<file path="src/hw/rtl/vlc_pkg.sv">
// ----------------------------------------------------------------------------
// vlc_pkg
// Shared types and constants of the vehicle lighting controller.
// ----------------------------------------------------------------------------
package vlc_pkg;

    // Configuration register indexes
    localparam logic [7:0] CFG_VOLTAGE_INTERVAL    = 8'd0;
    localparam logic [7:0] CFG_INACTIVITY_LIMIT    = 8'd1;
    localparam logic [7:0] CFG_INACTIVITY_INTERVAL = 8'd2;
    localparam logic [7:0] CFG_BLINK_NAG           = 8'd3;
    localparam logic [7:0] CFG_LONG_PRESS          = 8'd4;
    localparam logic [7:0] CFG_ADC_CRITICAL        = 8'd5;
    localparam logic [7:0] CFG_ADC_EMPTY           = 8'd6;
    localparam logic [7:0] CFG_ADC_LOW             = 8'd7;

    // Delay before the first battery check
    localparam logic [31:0] INITIAL_CHECK_MS = 32'd1200;

    // Switch bit positions
    localparam int SW_LOW   = 0;
    localparam int SW_BRAKE = 1;
    localparam int SW_WORK  = 2;
    localparam int SW_HIGH  = 3;
    localparam int SW_HORN  = 4;
    localparam int SW_LEFT  = 5;
    localparam int SW_RIGHT = 6;
    localparam int SW_WARN  = 7;

    // Lamp bit positions
    localparam int LAMP_REAR_LEFT   = 0;
    localparam int LAMP_REAR_RIGHT  = 1;
    localparam int LAMP_FRONT_LEFT  = 2;
    localparam int LAMP_FRONT_RIGHT = 3;
    localparam int LAMP_WORK        = 4;
    localparam int LAMP_HIGH        = 5;
    localparam int LAMP_LOW         = 6;
    localparam int LAMP_HORN        = 7;

    typedef enum logic [1:0] {
        BEAM_OFF     = 2'd0,
        BEAM_HELD    = 2'd1,
        BEAM_LATCHED = 2'd2
    } t_beam_mode;

    typedef struct packed {
        logic [7:0]  switch_levels;
        logic [7:0]  switch_rises;
        logic [15:0] high_beam_press_ms;
        logic        blink_level;
        logic        blink_rise;
        logic [31:0] now_ms;
        logic [9:0]  battery_adc;
    } t_in_item;

    typedef struct packed {
        logic [7:0] lamp_outputs;
        logic       blink_restart;
        logic       beep_request;
        logic [3:0] beep_count;
        logic [9:0] beep_on_ms;
        logic [9:0] beep_off_ms;
    } t_out_item;

    typedef struct packed {
        logic [31:0] voltage_interval_ms;
        logic [31:0] inactivity_limit_ms;
        logic [31:0] inactivity_interval_ms;
        logic [15:0] blink_nag_ms;
        logic [15:0] long_press_ms;
        logic [9:0]  adc_critical;
        logic [9:0]  adc_empty;
        logic [9:0]  adc_low;
    } t_cfg;

    typedef struct packed {
        logic       request;
        logic [3:0] count;
        logic [9:0] on_ms;
        logic [9:0] off_ms;
    } t_beep;

    localparam t_beep BEEP_NONE     = '{1'b0, 4'd0,  10'd0,   10'd0};
    localparam t_beep BEEP_CRITICAL = '{1'b1, 4'd10, 10'd300, 10'd150};
    localparam t_beep BEEP_EMPTY    = '{1'b1, 4'd4,  10'd200, 10'd150};
    localparam t_beep BEEP_LOW      = '{1'b1, 4'd1,  10'd200, 10'd100};
    localparam t_beep BEEP_IDLE     = '{1'b1, 4'd2,  10'd800, 10'd600};
    localparam t_beep BEEP_LATCH    = '{1'b1, 4'd2,  10'd500, 10'd100};
    localparam t_beep BEEP_NAG      = '{1'b1, 4'd2,  10'd100, 10'd80};

endpackage

</file>
<file path="src/hw/rtl/vlc_cfg_regs.sv">
// ----------------------------------------------------------------------------
// vlc_cfg_regs
// Configuration register file, written through an index/data request.
// ----------------------------------------------------------------------------
module vlc_cfg_regs
    import vlc_pkg::*;
(
    input  logic        i_clk,
    input  logic        i_rst_n,
    input  logic        i_cfg_valid,
    input  logic [7:0]  i_cfg_index,
    input  logic [31:0] i_cfg_data,
    output t_cfg        o_cfg
);

    t_cfg r_cfg;
    t_cfg n_cfg;

    always_comb begin
        n_cfg = r_cfg;
        if (i_cfg_valid) begin
            unique case (i_cfg_index)
                CFG_VOLTAGE_INTERVAL:    n_cfg.voltage_interval_ms    = i_cfg_data;
                CFG_INACTIVITY_LIMIT:    n_cfg.inactivity_limit_ms    = i_cfg_data;
                CFG_INACTIVITY_INTERVAL: n_cfg.inactivity_interval_ms = i_cfg_data;
                CFG_BLINK_NAG:           n_cfg.blink_nag_ms  = i_cfg_data[15:0];
                CFG_LONG_PRESS:          n_cfg.long_press_ms = i_cfg_data[15:0];
                CFG_ADC_CRITICAL:        n_cfg.adc_critical  = i_cfg_data[9:0];
                CFG_ADC_EMPTY:           n_cfg.adc_empty     = i_cfg_data[9:0];
                CFG_ADC_LOW:             n_cfg.adc_low       = i_cfg_data[9:0];
                default: ; // drop writes to unknown indexes
            endcase
        end
    end

    always_ff @(posedge i_clk) begin
        if (!i_rst_n) begin
            r_cfg.voltage_interval_ms    <= 32'd15000;
            r_cfg.inactivity_limit_ms    <= 32'd36000000;
            r_cfg.inactivity_interval_ms <= 32'd20000;
            r_cfg.blink_nag_ms           <= 16'd5000;
            r_cfg.long_press_ms          <= 16'd600;
            r_cfg.adc_critical           <= 10'd656;
            r_cfg.adc_empty              <= 10'd681;
            r_cfg.adc_low                <= 10'd730;
        end else begin
            r_cfg <= n_cfg;
        end
    end

    assign o_cfg = r_cfg;

endmodule

</file>
<file path="src/hw/rtl/vlc_pass.sv">
// ----------------------------------------------------------------------------
// vlc_pass
// One control pass: checks, high-beam FSM, lamp logic and the pass state.
// ----------------------------------------------------------------------------
module vlc_pass
    import vlc_pkg::*;
(
    input  logic      i_clk,
    input  logic      i_rst_n,
    input  logic      i_fire,
    input  t_in_item  i_item,
    input  t_cfg      i_cfg,
    output t_out_item o_result
);

    t_beam_mode  r_mode, n_mode;
    logic        r_high_on, n_high_on;
    logic        r_first_done, n_first_done;
    logic [31:0] r_last_volt, n_last_volt;
    logic [31:0] r_last_idle, n_last_idle;
    logic [31:0] r_last_act, n_last_act;
    logic [31:0] r_blink_start, n_blink_start;

    logic [7:0]  lv;
    logic [7:0]  rs;
    logic [31:0] now;
    logic [31:0] volt_due;
    logic [31:0] volt_age;
    logic [31:0] idle_age;
    logic [31:0] act_age;
    logic [31:0] blink_age;
    logic        volt_check;
    logic        idle_check;
    logic        latch_beep;
    logic        nag;
    logic        restart;
    logic        blink;
    logic        left_on;
    logic        right_on;
    t_beep       beep;
    logic [7:0]  lamps;

    assign lv  = i_item.switch_levels;
    assign rs  = i_item.switch_rises;
    assign now = i_item.now_ms;

    always_comb begin
        volt_due   = r_first_done ? i_cfg.voltage_interval_ms : INITIAL_CHECK_MS;
        volt_age   = now - r_last_volt;
        idle_age   = now - r_last_idle;
        act_age    = now - r_last_act;
        volt_check = volt_age > volt_due;
        idle_check = idle_age > i_cfg.inactivity_interval_ms;

        n_first_done = r_first_done | volt_check;
        n_last_volt  = volt_check ? now : r_last_volt;
        n_last_idle  = idle_check ? now : r_last_idle;
        n_last_act   = ((rs & ~(8'd1 << SW_LOW)) != 8'd0) ? now : r_last_act;

        // high-beam FSM
        n_mode     = r_mode;
        n_high_on  = r_high_on;
        latch_beep = 1'b0;
        unique case (r_mode)
            BEAM_HELD: begin
                if (lv[SW_HIGH]) begin
                    if ((i_item.high_beam_press_ms > i_cfg.long_press_ms) && lv[SW_LOW]) begin
                        n_mode     = BEAM_LATCHED;
                        latch_beep = 1'b1;
                    end
                end else begin
                    n_mode    = BEAM_OFF;
                    n_high_on = 1'b0;
                end
            end
            BEAM_LATCHED: begin
                if (rs[SW_HIGH] || !lv[SW_LOW]) begin
                    n_mode    = BEAM_OFF;
                    n_high_on = 1'b0;
                end
            end
            default: begin
                if (rs[SW_HIGH]) begin
                    n_mode    = BEAM_HELD;
                    n_high_on = 1'b1;
                end
            end
        endcase

        restart       = rs[SW_LEFT] | rs[SW_RIGHT] | rs[SW_WARN];
        blink         = i_item.blink_level | restart;
        n_blink_start = (rs[SW_LEFT] | rs[SW_RIGHT]) ? now : r_blink_start;
        blink_age     = now - n_blink_start;
        nag = (lv[SW_LEFT] | lv[SW_RIGHT]) && !lv[SW_WARN] &&
              (blink_age > {16'd0, i_cfg.blink_nag_ms}) && i_item.blink_rise;

        // later triggers override earlier ones
        beep = BEEP_NONE;
        if (volt_check) begin
            if (i_item.battery_adc < i_cfg.adc_critical) beep = BEEP_CRITICAL;
            else if (i_item.battery_adc < i_cfg.adc_empty) beep = BEEP_EMPTY;
            else if (i_item.battery_adc < i_cfg.adc_low) beep = BEEP_LOW;
        end
        if (idle_check && (act_age > i_cfg.inactivity_limit_ms)) beep = BEEP_IDLE;
        if (latch_beep) beep = BEEP_LATCH;
        if (nag) beep = BEEP_NAG;

        lamps            = 8'd0;
        lamps[LAMP_WORK] = lv[SW_WORK];
        lamps[LAMP_LOW]  = lv[SW_LOW] & ~r_high_on;
        lamps[LAMP_HIGH] = n_high_on;
        lamps[LAMP_HORN] = lv[SW_HORN];

        left_on  = lv[SW_LEFT] | lv[SW_WARN];
        right_on = lv[SW_RIGHT] | lv[SW_WARN];
        // brake holds the rear lamp on a side with no turn or warning switch on
        if (lv[SW_BRAKE] && !left_on) begin
            lamps[LAMP_REAR_LEFT] = 1'b1;
        end else if (left_on && blink) begin
            lamps[LAMP_REAR_LEFT]  = 1'b1;
            lamps[LAMP_FRONT_LEFT] = 1'b1;
        end
        if (lv[SW_BRAKE] && !right_on) begin
            lamps[LAMP_REAR_RIGHT] = 1'b1;
        end else if (right_on && blink) begin
            lamps[LAMP_REAR_RIGHT]  = 1'b1;
            lamps[LAMP_FRONT_RIGHT] = 1'b1;
        end

        o_result.lamp_outputs  = lamps;
        o_result.blink_restart = restart;
        o_result.beep_request  = beep.request;
        o_result.beep_count    = beep.count;
        o_result.beep_on_ms    = beep.on_ms;
        o_result.beep_off_ms   = beep.off_ms;
    end

    always_ff @(posedge i_clk) begin
        if (!i_rst_n) begin
            r_mode        <= BEAM_OFF;
            r_high_on     <= 1'b0;
            r_first_done  <= 1'b0;
            r_last_volt   <= 32'd0;
            r_last_idle   <= 32'd0;
            r_last_act    <= 32'd0;
            r_blink_start <= 32'd0;
        end else if (i_fire) begin
            r_mode        <= n_mode;
            r_high_on     <= n_high_on;
            r_first_done  <= n_first_done;
            r_last_volt   <= n_last_volt;
            r_last_idle   <= n_last_idle;
            r_last_act    <= n_last_act;
            r_blink_start <= n_blink_start;
        end
    end

endmodule

</file>
<file path="src/hw/rtl/vehicle_lighting_controller_unit.sv">
// ----------------------------------------------------------------------------
// vehicle_lighting_controller_unit
// Lighting control pass with battery, inactivity and blink-nag beep requests.
// ----------------------------------------------------------------------------
// Usage:
//   Input channel (i_in_valid / o_in_ready / i_in_item) carries one control
//   pass request; output channel (o_out_valid / i_out_ready / o_out_item)
//   returns exactly one result per request. The config channel
//   (i_cfg_valid / o_cfg_ready / i_cfg_index / i_cfg_data) is always ready;
//   write it only while no request is in flight. Unknown indexes are dropped.
//   The accepting edge loads the input register; the pass result is loaded
//   into the output register when the request is processed, which waits while
//   a stalled result occupies it. Throughput: one request per cycle while results
//   are taken, set by the combinational pass between the two registers; the pass
//   state updates on the edge that loads the result.
//   Reset (synchronous, active low) empties both registers, puts the high
//   beam FSM to off, clears all timestamps and loads register defaults.
//   When the receiver stalls the result holds; one more request is taken
//   into the input register, then o_in_ready drops until the result leaves.
// ----------------------------------------------------------------------------
module vehicle_lighting_controller_unit
    import vlc_pkg::*;
(
    input  logic        i_clk,
    input  logic        i_rst_n,
    input  logic        i_in_valid,
    output logic        o_in_ready,
    input  t_in_item    i_in_item,
    output logic        o_out_valid,
    input  logic        i_out_ready,
    output t_out_item   o_out_item,
    input  logic        i_cfg_valid,
    output logic        o_cfg_ready,
    input  logic [7:0]  i_cfg_index,
    input  logic [31:0] i_cfg_data
);

    logic      r_in_valid;
    t_in_item  r_in;
    logic      r_out_valid;
    t_out_item r_out;
    logic      fire;
    t_cfg      cfg;
    t_out_item result;

    assign fire        = r_in_valid && (!r_out_valid || i_out_ready);
    assign o_in_ready  = !r_in_valid || fire;
    assign o_out_valid = r_out_valid;
    assign o_out_item  = r_out;
    assign o_cfg_ready = 1'b1;

    vlc_cfg_regs u_cfg (
        .i_clk       (i_clk),
        .i_rst_n     (i_rst_n),
        .i_cfg_valid (i_cfg_valid),
        .i_cfg_index (i_cfg_index),
        .i_cfg_data  (i_cfg_data),
        .o_cfg       (cfg)
    );

    vlc_pass u_pass (
        .i_clk    (i_clk),
        .i_rst_n  (i_rst_n),
        .i_fire   (fire),
        .i_item   (r_in),
        .i_cfg    (cfg),
        .o_result (result)
    );

    always_ff @(posedge i_clk) begin
        if (!i_rst_n) begin
            r_in_valid  <= 1'b0;
            r_out_valid <= 1'b0;
        end else begin
            if (o_in_ready) begin
                r_in_valid <= i_in_valid;
            end
            if (fire) begin
                r_out_valid <= 1'b1;
            end else if (i_out_ready) begin
                r_out_valid <= 1'b0;
            end
        end
    end

    always_ff @(posedge i_clk) begin
        if (o_in_ready && i_in_valid) begin
            r_in <= i_in_item;
        end
        if (fire) begin
            r_out <= result;
        end
    end

    a_reset_empty: assert property (@(posedge i_clk)
        !i_rst_n |=> !o_out_valid && o_in_ready)
        else $error("pipeline not empty after reset");

    a_ready_only_on_stall: assert property (@(posedge i_clk) disable iff (!i_rst_n)
        !o_in_ready |-> (o_out_valid && !i_out_ready && r_in_valid))
        else $error("input held off without an output stall");

    a_fire_loads_result: assert property (@(posedge i_clk) disable iff (!i_rst_n)
        fire |=> o_out_valid)
        else $error("processed request produced no result");

    a_no_beep_zero: assert property (@(posedge i_clk) disable iff (!i_rst_n)
        (o_out_valid && !o_out_item.beep_request) |->
            (o_out_item.beep_count == 4'd0 && o_out_item.beep_on_ms == 10'd0 &&
             o_out_item.beep_off_ms == 10'd0))
        else $error("beep fields set without a beep request");

    a_request_kept: assert property (@(posedge i_clk) disable iff (!i_rst_n)
        (r_in_valid && !fire) |=> r_in_valid)
        else $error("buffered request lost");

endmodule

</file>
<file path="config.mk">
export PLATFORM = sky130hd
export DESIGN_NAME = vehicle_lighting_controller_unit
export DESIGN_NICKNAME = d
export VERILOG_FILES = /design/src/hw/rtl/vlc_pkg.sv /design/src/hw/rtl/vlc_cfg_regs.sv /design/src/hw/rtl/vlc_pass.sv /design/src/hw/rtl/vehicle_lighting_controller_unit.sv
export SDC_FILE = /design/constraint.sdc
export NUM_CORES = 1
export LEC_CHECK = 0
export BUFFER_PORTS_ARGS = -buffer_cell sky130_fd_sc_hd__buf_2
export CAP_MARGIN = 25
export CORE_UTILIZATION = 62
export CTS_CLUSTER_SIZE = 24
export DETAILED_ROUTE_END_ITERATION = 7
export GPL_TIMING_DRIVEN = 0
export PLACE_DENSITY = 0.89
export SYNTH_ARGS = -nofsm -noshare
export SYNTH_HDL_FRONTEND = slang
export SYNTH_HIERARCHICAL = 1
export SYNTH_SLANG_ARGS = --single-unit
</file>
<file path="constraint.sdc">
create_clock -name i_clk -period 6.3 [get_ports i_clk]
set_input_delay 0.63 -clock i_clk [delete_from_list [all_inputs] [get_ports i_clk]]
set_output_delay 0.63 -clock i_clk [all_outputs]
set_load 0.01 [all_outputs]
</file>
==> impl_metrics.toml <==
[clock_tree]
ctsHoldBuffers = 0
clock_path_buffers = 3
cts_tree = "done"
cts_buffers = 44
clkTransAtPathRegs_ns = 0.07
clkSinkCount = 401
ctsHtreeMaxLevel = 2
clk_latency_ns = 0.60
root_buffer = "clkbuf_16"

[worst_setup_path]
start_kind = "flip-flop"
critPathKind = "flip-flop to flip-flop"
critPathLaunch = "r_in[10]"
slowest_delay_ns = 0.56
cp.required_ns = 6.72
crit_top_cell = "a21oi_1"
critPathSlowestCell = "or3_2"
path_buf_inv = 2
cp_max_fo = 6
reg2reg_from = "r_in[10]"
critical-path-top-delay-family = "compound AO/OA/AOI/OAI gates"
crit_arrival_ns = 6.61
cp.depth = 23
crit_chain = "inv_4 -> ha_1 -> inv_1 -> fa_1 -> a21oi_1 -> o21ai_0 -> a211o_1 -> nand4b_1 -> a31oi_1 -> nand4_1 -> a41oi_1 -> or4_1 -> a31o_2 -> a21oi_1 -> xnor2_1 -> ha_1 -> nand4_1 -> nor4_2 -> o31ai_1 -> a32o_1 -> or3_2 -> o21a_1 -> a21oi_1"
end_kind = "flip-flop"
r2r_cells = 23

[placed_design]
io_buffers = 155
gp_congestion = 0.984
dp_hpwl_mm = 55.0
placedCellCount = 3455

[drt]
drc = 0
drt_wl_total_mm = 73.3
drt-pass1-iter-count = 6
vias = 21435
drtIter0Drc = 1683
viasPerCell = 6.04
wl_per_cell_um = 20.6
antenna_left = 0

[power_and_ir_drop]
ir_worst_vdd_mv = 0.243
cellPowerDensity_nw_per_um2 = 259
p_leak_nw = 12.5

[global_route]
grt_overflow_total = 0
antenna_found_initial = 1
gr-usage-met2_pct = 57.2
grt_pass1_wl_mm = 111
grt-busiest-layer = "met2"
grt_max_degree = 29
met1_usage_pct = 41.7
gr-usage-all-layers_pct = 34.2
grt_pass1_vias = 21054
use_met3_pct = 6.82

[sta]
rsz0062_at_grt = "no"
report.final.slew_viol_count = 0
hold_ws_ns = 0.207
setup_viol_count_final = 0
fmax_ghz = 0.162
clock_skew_ns = 0.0290
hold_viol_final = 0
fin_tns_setup_ns = 0
worst_pin_slew_ns = 0.939
fin_crit_ns = 6.18
fin_crit_sh_pct = 98.2
relSlewSlack_pct = 36.8

[floorplanning]
die_h_um = 205
core_area_um2 = 40200
initial_core_util_pct = 63.5
die_width_um = 205
rows = 73
ios = 158
die_area_um2 = 42000

[hold_path]
min_from = "i_in_item[7]"
worstHoldPathCells = 1
worstHoldPathType = "input pin to flip-flop"

[finish]
synthToLayoutAreaGrowth_pct = 13.4
final_nets = 3393
finalCoreUtilization_pct = 71.9
drive_gt1_share_pct = 12.4
seqCellArea_um2 = 9120
multi_input_area_um2 = 15100
instances_no_fill = 3551
n_fill_cell = 2858

[run]
drv_cap = 0

[synthesis]
syn_avg_cell_area_um2 = 9.21
syn_area_um2 = 25500
synth_cells = 2769
ys_warn_count = 6

[run_status]
status = "complete, no violations"
==> sequential cells by signal, indices dropped and copies added (netlist names) <==
register,count
u_pass/r_blink_start,32
u_pass/r_high_on,1
u_pass/r_mode,2
u_cfg/o_cfg,158
o_out_item,34
u_pass/r_last_volt,32
u_pass/r_first_done,1
u_pass/r_last_idle,32
o_out_valid,1
r_in_valid,1
u_pass/r_last_act,32
r_in,75
==> cell usage in the layout (no fill, tap or decap), types with 31 or more instances in the layout <==
cell type and n:
nand2_1 347, dfxtp_1 292, ha_1 278, inv_1 256, mux2i_1 243, buf_2 169
nor2b_1 141, a21oi_1 132, edfxtp_1 109, nor2_1 91, o21ai_0 86, xnor2_1 75
a21o_1 72, clkbuf_1 65, clkbuf_16 49, a21boi_0 44, o21a_1 34, nand4_1 34
nand3_1 34, o211a_1 33, buf_4 31, xor2_1 31
==> cell type report <==
type / count / share of cell area, %
clock buffer: 61 / 4.54
clock inverter: 21 / 0.697
multi-input combinational: 2008 / 52.4
antenna: 1 / 0.00866
buffer: 105 / 1.95
sequential: 401 / 31.5
tap: 525 / 2.27
inverter: 257 / 3.35
timing repair buffer: 172 / 3.25
==> final timing paths <==
kind,endpoint,slack [ns]
max,o_out_item[5],0.12
min,r_in[7],0.21
max reg2reg,o_out_item[5],0.12
min reg2reg,u_cfg/o_cfg[126],0.46
==> what timing repair did <==
action                                  in CTS  in global routing
endpoints found under the setup margin      86                 78
gates resized for setup                     40                 36
setup buffers                                5                  9
pin swaps                                    3                 13
==> power by group <==
group	switching (mW)	internal (mW)	total [mW]
Clock	1.12	1.55	2.68
Combinational	1.13	0.819	1.94
Sequential	0.0906	2.77	2.86
Total	2.34	5.14	7.48
==> per-layer routing <==
layer / routed length [um] / share of wire [%] / vias up
li1: - / - / 10162
met2: 33600 / 46 / 973
met4: 3960 / 5.4 / 2
met5: 13 / 0.018 / -
met1: 29800 / 41 / 10071
met3: 5920 / 8.1 / 227
==> stage by stage <==
| stage | setup WS [ns] | power, mW | instance area [um^2] |
|---|---|---|---|
| global route | 0.00508 | 7.79 | 28900 |
| floorplan | 0.538 | 4.23 | 25500 |
| global placement | -1.21 | 4.65 | 27000 |
| CTS | 0.0234 | 7.43 | 28700 |
| detailed placement | -1.34 | 4.74 | 27000 |
| finish | 0.115 | 7.48 | 28900 |
No activity file was read; power rests on OpenSTA's default activity.
